$ cat src/hdl/dltq_pkg.sv
// ----------------------------------------------------------------------------
// dltq_pkg - shared definitions for the delta-list timeout queue
// types for queue entries and the shared subtract unit, sizing constants
// ----------------------------------------------------------------------------
package dltq_pkg;

    localparam int DATA_W            = 16;
    localparam int QUEUE_DEPTH_DEF   = 16;
    localparam int MAX_RESULTS       = 16;
    localparam int RES_CNT_W         = $clog2(MAX_RESULTS + 1);

    localparam logic KIND_ADD  = 1'b0;
    localparam logic KIND_TICK = 1'b1;

    typedef struct packed {
        logic [DATA_W-1:0] tag;
        logic [DATA_W-1:0] delay;
    } t_entry;

    typedef struct packed {
        logic [DATA_W-1:0] diff;
        logic              lt;
    } t_alu_res;

endpackage

$ cat src/hdl/delta_list_timeout_queue_unit.sv
// ----------------------------------------------------------------------------
// delta_list_timeout_queue_unit - delta-encoded timeout queue
// time-ordered job queue, each entry holding its delay after the one before
// ----------------------------------------------------------------------------
// usage
//   input beat: start is sampled while busy is low; i_kind selects add or
//   tick, i_job_tag and i_timeout_seconds carry the add payload
//   result beat: o_valid is high for exactly one cycle per result, with
//   o_expired_tag, o_rejected and o_last_in_run; the receiver cannot stall
//   sequencing, n entries queued:
//     zero timeout, full queue or empty queue: result (if any) shows the
//     cycle after start, busy stays low
//     insert at position p: a walk down the list, then shift and placement
//     when it lands before the tail
//     tick: the accepting cycle fetches the head, then the expired entries
//     (at most MAX_RESULTS) go out one by one
//   the single memory read port sets the pace: the walk and the shift
//   touch one entry per cycle, all deltas going through one subtractor
//   reset: the queue is emptied (count and head pointer cleared), entry
//   contents are left as they are and never read before being written
//   storage is a circular buffer; a pop only moves the head pointer
// ----------------------------------------------------------------------------
module delta_list_timeout_queue_unit
    import dltq_pkg::*;
#(
    parameter int QUEUE_DEPTH = QUEUE_DEPTH_DEF
) (
    input  logic              i_clk,
    input  logic              i_rst_n,
    input  logic              start,
    output logic              busy,
    input  logic              i_kind,
    input  logic [DATA_W-1:0] i_job_tag,
    input  logic [DATA_W-1:0] i_timeout_seconds,
    output logic              o_valid,
    output logic [DATA_W-1:0] o_expired_tag,
    output logic              o_rejected,
    output logic              o_last_in_run
);

    localparam int PW = $clog2(QUEUE_DEPTH);
    localparam int SW = PW + 1;
    localparam int CW = $clog2(QUEUE_DEPTH + 1);

    typedef enum logic [2:0] {
        S_IDLE,
        S_WALK,
        S_SHIFT_START,
        S_SHIFT,
        S_PLACE,
        S_TICK,
        S_POP,
        S_FLUSH
    } t_state;

    // sequencer registers
    t_state              r_state,   n_state;
    logic [CW-1:0]       r_count,   n_count;
    logic [PW-1:0]       r_head,    n_head;
    logic [PW-1:0]       r_idx,     n_idx;
    logic [PW-1:0]       r_pos,     n_pos;
    logic [DATA_W-1:0]   r_t,       n_t;
    logic [DATA_W-1:0]   r_tag,     n_tag;
    logic [DATA_W-1:0]   r_cur_tag, n_cur_tag;
    logic [RES_CNT_W-1:0] r_n,      n_n;

    // result beat registers
    logic                r_valid,   n_valid;
    logic [DATA_W-1:0]   r_out_tag, n_out_tag;
    logic                r_rej,     n_rej;
    logic                r_last,    n_last;

    // memory and subtractor hookup
    logic                w_we;
    logic [PW-1:0]       w_wr_l;
    logic [PW-1:0]       w_rd_l;
    t_entry              w_wdata;
    t_entry              w_rdata;
    logic [DATA_W-1:0]   w_alu_a;
    logic [DATA_W-1:0]   w_alu_b;
    t_alu_res            w_alu;
    logic [DATA_W-1:0]   w_dec;

    // logical queue position to memory address
    function automatic logic [PW-1:0] phys(input logic [PW-1:0] base,
                                           input logic [PW-1:0] l);
        logic [SW-1:0] s;
        s = {1'b0, base} + {1'b0, l};
        if (s >= SW'(QUEUE_DEPTH)) begin
            s = s - SW'(QUEUE_DEPTH);
        end
        return s[PW-1:0];
    endfunction

    dltq_store #(
        .QUEUE_DEPTH (QUEUE_DEPTH),
        .PW          (PW)
    ) u_store (
        .i_clk   (i_clk),
        .i_we    (w_we),
        .i_waddr (phys(r_head, w_wr_l)),
        .i_wdata (w_wdata),
        .i_raddr (phys(r_head, w_rd_l)),
        .o_rdata (w_rdata)
    );

    dltq_alu u_alu (
        .i_a   (w_alu_a),
        .i_b   (w_alu_b),
        .o_res (w_alu)
    );

    // saturating decrement of the head delay
    assign w_dec = w_alu.lt ? '0 : w_alu.diff;

    always_comb begin
        n_state   = r_state;
        n_count   = r_count;
        n_head    = r_head;
        n_idx     = r_idx;
        n_pos     = r_pos;
        n_t       = r_t;
        n_tag     = r_tag;
        n_cur_tag = r_cur_tag;
        n_n       = r_n;
        n_valid   = 1'b0;
        n_out_tag = r_out_tag;
        n_rej     = 1'b0;
        n_last    = 1'b0;
        w_we      = 1'b0;
        w_wr_l    = '0;
        w_rd_l    = '0;
        w_wdata   = '{tag: r_tag, delay: r_t};
        w_alu_a   = r_t;
        w_alu_b   = w_rdata.delay;

        case (r_state)
            S_IDLE: begin
                if (start) begin
                    if (i_kind == KIND_ADD) begin
                        if (i_timeout_seconds == '0) begin
                            // zero timeout expires at once, even on a full queue
                            n_valid   = 1'b1;
                            n_out_tag = i_job_tag;
                            n_last    = 1'b1;
                        end else if (r_count == CW'(QUEUE_DEPTH)) begin
                            n_valid   = 1'b1;
                            n_out_tag = i_job_tag;
                            n_rej     = 1'b1;
                            n_last    = 1'b1;
                        end else if (r_count == '0) begin
                            w_we    = 1'b1;
                            w_wr_l  = '0;
                            w_wdata = '{tag: i_job_tag, delay: i_timeout_seconds};
                            n_count = r_count + CW'(1);
                        end else begin
                            n_t     = i_timeout_seconds;
                            n_tag   = i_job_tag;
                            n_idx   = '0;
                            w_rd_l  = '0;
                            n_state = S_WALK;
                        end
                    end else if (r_count != '0) begin
                        w_rd_l  = '0;
                        n_state = S_TICK;
                    end
                end
            end

            S_WALK: begin
                // entry r_idx is in the read register, next one fetched ahead
                w_alu_a = r_t;
                w_alu_b = w_rdata.delay;
                w_rd_l  = r_idx + PW'(1);
                if (w_alu.lt) begin
                    n_pos   = r_idx;
                    n_state = S_SHIFT_START;
                end else begin
                    n_t = w_alu.diff;
                    if (CW'(r_idx) + CW'(1) == r_count) begin
                        // append behind the tail
                        w_we    = 1'b1;
                        w_wr_l  = r_count[PW-1:0];
                        w_wdata = '{tag: r_tag, delay: w_alu.diff};
                        n_count = r_count + CW'(1);
                        n_state = S_IDLE;
                    end else begin
                        n_idx = r_idx + PW'(1);
                    end
                end
            end

            S_SHIFT_START: begin
                w_rd_l  = PW'(r_count - CW'(1));
                n_idx   = PW'(r_count - CW'(1));
                n_state = S_SHIFT;
            end

            S_SHIFT: begin
                // move entry r_idx up one place, fetch the one below
                w_alu_a = w_rdata.delay;
                w_alu_b = r_t;
                w_we    = 1'b1;
                w_wr_l  = r_idx + PW'(1);
                w_wdata = '{tag: w_rdata.tag,
                            delay: (r_idx == r_pos) ? w_alu.diff : w_rdata.delay};
                w_rd_l  = (r_idx == '0) ? '0 : r_idx - PW'(1);
                if (r_idx == r_pos) begin
                    n_state = S_PLACE;
                end else begin
                    n_idx = r_idx - PW'(1);
                end
            end

            S_PLACE: begin
                w_we    = 1'b1;
                w_wr_l  = r_pos;
                w_wdata = '{tag: r_tag, delay: r_t};
                n_count = r_count + CW'(1);
                n_state = S_IDLE;
            end

            S_TICK: begin
                w_alu_a = w_rdata.delay;
                w_alu_b = DATA_W'(1);
                if (w_dec != '0) begin
                    w_we    = 1'b1;
                    w_wr_l  = '0;
                    w_wdata = '{tag: w_rdata.tag, delay: w_dec};
                    n_state = S_IDLE;
                end else begin
                    n_cur_tag = w_rdata.tag;
                    n_head    = phys(r_head, PW'(1));
                    n_count   = r_count - CW'(1);
                    n_n       = RES_CNT_W'(1);
                    if (r_count == CW'(1) || MAX_RESULTS == 1) begin
                        n_valid   = 1'b1;
                        n_out_tag = w_rdata.tag;
                        n_last    = 1'b1;
                        n_state   = S_IDLE;
                    end else begin
                        w_rd_l  = PW'(1);
                        n_state = S_POP;
                    end
                end
            end

            S_POP: begin
                // pending tag goes out once we know whether more follow
                n_valid   = 1'b1;
                n_out_tag = r_cur_tag;
                if (w_rdata.delay != '0) begin
                    n_last  = 1'b1;
                    n_state = S_IDLE;
                end else begin
                    n_cur_tag = w_rdata.tag;
                    n_head    = phys(r_head, PW'(1));
                    n_count   = r_count - CW'(1);
                    n_n       = r_n + RES_CNT_W'(1);
                    if (r_count == CW'(1) ||
                        r_n + RES_CNT_W'(1) == RES_CNT_W'(MAX_RESULTS)) begin
                        n_state = S_FLUSH;
                    end else begin
                        w_rd_l = PW'(1);
                    end
                end
            end

            S_FLUSH: begin
                n_valid   = 1'b1;
                n_out_tag = r_cur_tag;
                n_last    = 1'b1;
                n_state   = S_IDLE;
            end

            default: begin
                n_state = S_IDLE;
            end
        endcase
    end

    always_ff @(posedge i_clk) begin
        if (!i_rst_n) begin
            r_state <= S_IDLE;
            r_count <= '0;
            r_head  <= '0;
            r_n     <= '0;
            r_valid <= 1'b0;
            r_rej   <= 1'b0;
            r_last  <= 1'b0;
        end else begin
            r_state <= n_state;
            r_count <= n_count;
            r_head  <= n_head;
            r_n     <= n_n;
            r_valid <= n_valid;
            r_rej   <= n_rej;
            r_last  <= n_last;
        end
        r_idx     <= n_idx;
        r_pos     <= n_pos;
        r_t       <= n_t;
        r_tag     <= n_tag;
        r_cur_tag <= n_cur_tag;
        r_out_tag <= n_out_tag;
    end

    assign busy          = (r_state != S_IDLE);
    assign o_valid       = r_valid;
    assign o_expired_tag = r_out_tag;
    assign o_rejected    = r_rej;
    assign o_last_in_run = r_last;

`ifndef ASSERT_OFF
    // fill level stays within the queue
    a_count_range: assert property (@(posedge i_clk) disable iff (!i_rst_n)
        r_count <= CW'(QUEUE_DEPTH))
        else $error("entry count beyond queue depth");

    // one insert or one pop per cycle at most
    a_count_step: assert property (@(posedge i_clk) disable iff (!i_rst_n)
        ##1 (r_count == $past(r_count) || r_count == $past(r_count) + CW'(1) ||
             r_count == $past(r_count) - CW'(1)))
        else $error("entry count moved by more than one");

    // a run that is not finished keeps the block busy
    a_run_busy: assert property (@(posedge i_clk) disable iff (!i_rst_n)
        (o_valid && !o_last_in_run) |-> busy)
        else $error("partial expiry run while idle");

    // a rejection is always a single-beat run
    a_rej_last: assert property (@(posedge i_clk) disable iff (!i_rst_n)
        (o_valid && o_rejected) |-> o_last_in_run)
        else $error("rejection not marked last");

    // a nonzero add on a full queue is rejected in the next cycle
    a_full_reject: assert property (@(posedge i_clk) disable iff (!i_rst_n)
        (start && !busy && i_kind == KIND_ADD && i_timeout_seconds != '0 &&
         r_count == CW'(QUEUE_DEPTH)) |=> (o_valid && o_rejected))
        else $error("add on full queue not rejected");
`endif

endmodule

$ cat src/hdl/dltq_alu.sv
// ----------------------------------------------------------------------------
// dltq_alu - shared subtract and compare unit
// gives a - b and the borrow (a < b) for the sequencer
// ----------------------------------------------------------------------------
module dltq_alu
    import dltq_pkg::*;
(
    input  logic [DATA_W-1:0] i_a,
    input  logic [DATA_W-1:0] i_b,
    output t_alu_res          o_res
);

    logic [DATA_W:0] w_sub;

    assign w_sub      = {1'b0, i_a} - {1'b0, i_b};
    assign o_res.diff = w_sub[DATA_W-1:0];
    assign o_res.lt   = w_sub[DATA_W];

endmodule

$ cat src/hdl/dltq_store.sv
// ----------------------------------------------------------------------------
// dltq_store - entry memory of the timeout queue
// one write port, one read port with registered read data
// ----------------------------------------------------------------------------
module dltq_store
    import dltq_pkg::*;
#(
    parameter int QUEUE_DEPTH = QUEUE_DEPTH_DEF,
    parameter int PW          = $clog2(QUEUE_DEPTH)
) (
    input  logic          i_clk,
    input  logic          i_we,
    input  logic [PW-1:0] i_waddr,
    input  t_entry        i_wdata,
    input  logic [PW-1:0] i_raddr,
    output t_entry        o_rdata
);

    t_entry r_mem [QUEUE_DEPTH];
    t_entry r_rdata;

    always_ff @(posedge i_clk) begin
        if (i_we) begin
            r_mem[i_waddr] <= i_wdata;
        end
    end

    always_ff @(posedge i_clk) begin
        r_rdata <= r_mem[i_raddr];
    end

    assign o_rdata = r_rdata;

endmodule

$ cat config.mk
export PLATFORM = sky130hd
export DESIGN_NAME = delta_list_timeout_queue_unit
export DESIGN_NICKNAME = d
export VERILOG_FILES = /design/src/hdl/dltq_pkg.sv /design/src/hdl/delta_list_timeout_queue_unit.sv /design/src/hdl/dltq_alu.sv /design/src/hdl/dltq_store.sv
export SDC_FILE = /design/constraint.sdc
export NUM_CORES = 1
export LEC_CHECK = 0
export ABC_AREA = 1
export BUFFER_PORTS_ARGS = -buffer_cell sky130_fd_sc_hd__buf_4
export CAP_MARGIN = 40
export CORE_MARGIN = 2
export CORE_UTILIZATION = 60
export CTS_CLUSTER_DIAMETER = 60
export DETAILED_ROUTE_END_ITERATION = 6
export PLACE_DENSITY = 0.74
export SETUP_SLACK_MARGIN = 0.15
export SKIP_CTS_REPAIR_TIMING = 1
export SYNTH_ARGS = -nofsm -noshare
export SYNTH_HDL_FRONTEND = slang
export SYNTH_HIERARCHICAL = 1
export SYNTH_SLANG_ARGS = --single-unit
$ cat constraint.sdc
create_clock -name i_clk -period 7.6 [get_ports i_clk]
set_input_delay 0.76 -clock i_clk [delete_from_list [all_inputs] [get_ports i_clk]]
set_output_delay 0.76 -clock i_clk [all_outputs]
set_load 0.05 [all_outputs]
==> results.md <==
- Slew @ Worst Pin: around 970 ps
- Type of the worst min-delay path: in2reg
- Clock Sinks: roughly 640
- Pwr/cell area: slightly below 500 nW/um2
- RD Place Congestion: approximately 0.97
- Arr. time, crit path: between 6000 and 7000 ps
- FP Rows: 82
- Layout Skew: between 20 and 25 ps
- Initial Utilization: 60.6%
- Largest net degree at the start of global routing: 194
- RSZ-0062 raised after global routing: false
- Main synth FF type: edfxtp_1
- Post-synth top area share: between 50% and 60%
- Nets: approximately 3300
- Outcome: completed
- Gr usage total: between 30% and 40%
- Worst EP required: between 7000 and 8000 ps
- CTS tree: built
- Root Buffer: clkbuf_16
- Yosys cell types: between 40 and 50
- Area contributors post-synth: edfxtp_1, nand2_1, nand3_1, inv_1, dfxtp_1
- DR pass1 iterations: 5
- Sequential fraction of the synthesis area: between 60% and 70%
- DP Worst Slack: approximately 1300 ps
- Number of global-route vias before repair: around 22000
- Worst setup margin: ~1100 ps
- Highest clock rate: between 150 and 200 MHz
- Syn. warnings: 6
- Die Ht: roughly 230 um
- Cell taking the most area after synthesis: edfxtp_1
- Synth async-reset ratio: 0%
- Drt wl/cell: 19.7 um
- Slowest stage delay, CP: ~660 ps
- Critical Path Fanout Max: 23
- Worst setup EP type: register
- Fill count: a little under 4000
- Layout Area Growth over Synthesis: 11.5%
- DP HPWL: 49800 um
- Final Hold Vio Count: 0
- Critical path's top delay family: simple AND/OR/NAND/NOR gates
- H-tree depth: 3
- Syn Inst Count: ~3200
- Sequential Area: approximately 19000 um2
- Area of the die: roughly 52000 um2
- Maxcap violations: 0
- CP bufs+invs: 6
- Final setup fails: 0
- Clk buf depth: 3
- Critical path class: reg2reg
- DR vias/cell: approximately 5.6
- Synthesized area: a little over 30000 um2
- Total gr overflow: 0
- First-pass GRT wire length: around 120000 um
- Antenna violations before repair: 1
- Syn nets: ~3300
- Routed WL: between 70000 and 80000 um
- Register bit count reported by yosys: between 600 and 700
- Min Tclk post-route: between 6000 and 7000 ps
- Antenna viol nets, final: 0
- Peak supply drop: between 700 and 800 uV
- Leakage: between 0.01 and 0.015 uW
- TritonCTS Buffers: 71
- Die X: about 230 um
- 1st-iter DRT viols: approximately 2600
- Placeable Area: 50100 um2
- Via Count: 22316
- Ant. Diodes: 0
- Multi-input combinational cell area: just under 9000 um2
- Slew Viols, Final: 0
- Layout cells sized above 1: between 8 and 9%
- CP most frequent cell: nand2_1
- Final period utilization: ~86%
- I/O pin count: 56
- Clk pin slew, worst setup/hold paths: around 60 ps
- Post-synth EDFFs: just under 600
- Setup_tns: 0 ps
- Mean Syn Cell Area: between 9 and 10 um2
- Worst skew pair latency: roughly 610 ps
- Remaining routing DRC violations: 0
- Worst Setup Start Kind: register
- I/O Buffers: between 50 and 60
- Slew headroom: around 35%
- CP max stage cell: nor2_4
-- metrics by stage --
step / total power, uW / instance area [um2] / hold WS (ps) / std cells / util [%]
after global routing: 17800 / 33800 / 338 / 4005 / 67.6
after floorplan: 10800 / 30300 / 408 / 3228 / -
after global placement: 13000 / 31400 / 419 / 3867 / 62.7
after detailed placement: 13200 / 31500 / 436 / 3876 / 62.9
final: 16700 / 33800 / 360 / 4005 / 67.6
after CTS: 16600 / 33800 / 330 / 4005 / 67.6
-- routing by layer --
metal / track usage [%] / routed length, um / vias to the layer above
met5: 0 / 12 / -
met4: 8.62 / 1640 / 2
met3: 5.33 / 7000 / 134
met2: 48.8 / 37500 / 977
met1: 42.8 / 32800 / 10687
li1: - / - / 10516
-- cells in the mapped netlist, types with 2 or more instances --
library cell	instances
o21bai_1	8
nor3_2	2
nor3_4	2
nor2_2	3
a21oi_1	27
buf_4	13
nand2_2	11
nor2_1	89
clkbuf_1	25
buf_2	49
fa_1	3
nand3_1	457
xnor2_1	3
o21a_1	2
dfxtp_1	52
o21ai_0	76
nand3_2	2
ha_1	30
o21bai_2	11
nor4_1	2
nor2_4	4
xor2_1	19
buf_1	15
o22ai_1	17
nand3_4	3
edfxtp_1	584
inv_1	577
nor3_1	9
clkinv_1	3
inv_2	13
nand4_1	24
o221ai_1	2
nand3b_1	4
o21ai_1	3
nand2_1	1023
o211ai_1	21
buf_6	31
-- kinds of logic (layout without fill, tap and decap cells) --
kind of cell,count (synthesis),in the layout,synth area share (%)
XOR/XNOR,22,22,0.635
flip-flops,636,636,61.3
AO/OA/AOI/OAI,170,170,3.41
AND/OR/NAND/NOR,1639,1639,23.1
adder cells (fa/ha/maj),33,33,1.44
buffers and inverters,728,833,10.2
-- layout make-up --
type                    instances  area share (%)
multi-input cells            1864            26.2
clock inverters                37            1.19
repair buffers                110            2.96
well taps                     672            2.49
flip-flops and latches        636            54.9
clock buffers                  92            5.67
inverters                     594            6.61
-- state kept, by name (all words and copies together), names as in the netlist --
| name | cells |
|---|---|
| u_store/r_mem | 512 |
| u_store/o_rdata | 32 |
| o_expired_tag | 16 |
| r_cur_tag | 16 |
| r_t | 16 |
| r_tag | 16 |
| r_count | 5 |
| r_n | 5 |
| r_head | 4 |
| r_idx | 4 |
| r_pos | 4 |
| r_state | 3 |
| o_last_in_run | 1 |
| o_rejected | 1 |
| o_valid | 1 |
-- cell usage in the layout, fill, tap and decap left out, types with 18 or more instances in the layout --
cell type  count
nand2_1     1023
edfxtp_1     584
inv_1        576
nand3_1      457
buf_4         91
o21ai_0       76
clkbuf_16     73
nor2_1        71
dfxtp_1       52
ha_1          29
a21oi_1       27
nand4_1       24
o211ai_1      21
nor2_4        20
xor2_1        18
-- final timing paths --
check | start | slack [ps] | endpoint | cells past startpoint
worst max-delay path | r_state[1]$_SDFFE_PN0P_ | 1100 | u_store/r_mem[14][13]$_DFFE_PP_ | 26
worst min-delay path | i_job_tag[9] | 360 | r_tag[9]$_DFFE_PP_ | 1
worst max register to register | r_state[1]$_SDFFE_PN0P_ | 1100 | u_store/r_mem[14][13]$_DFFE_PP_ | 26
worst min register to register | u_store/o_rdata[31]$_DFF_P_ | 450 | r_cur_tag[15]$_DFFE_PP_ | 0
-- power by group --
group          total (uW)  internal, uW  switching (uW)
Clock                3430          2040            1390
Sequential           5280          5000             274
Combinational        8020          2160            5860
Total               16700          9200            7530
Power figures use the tool's default switching activity.
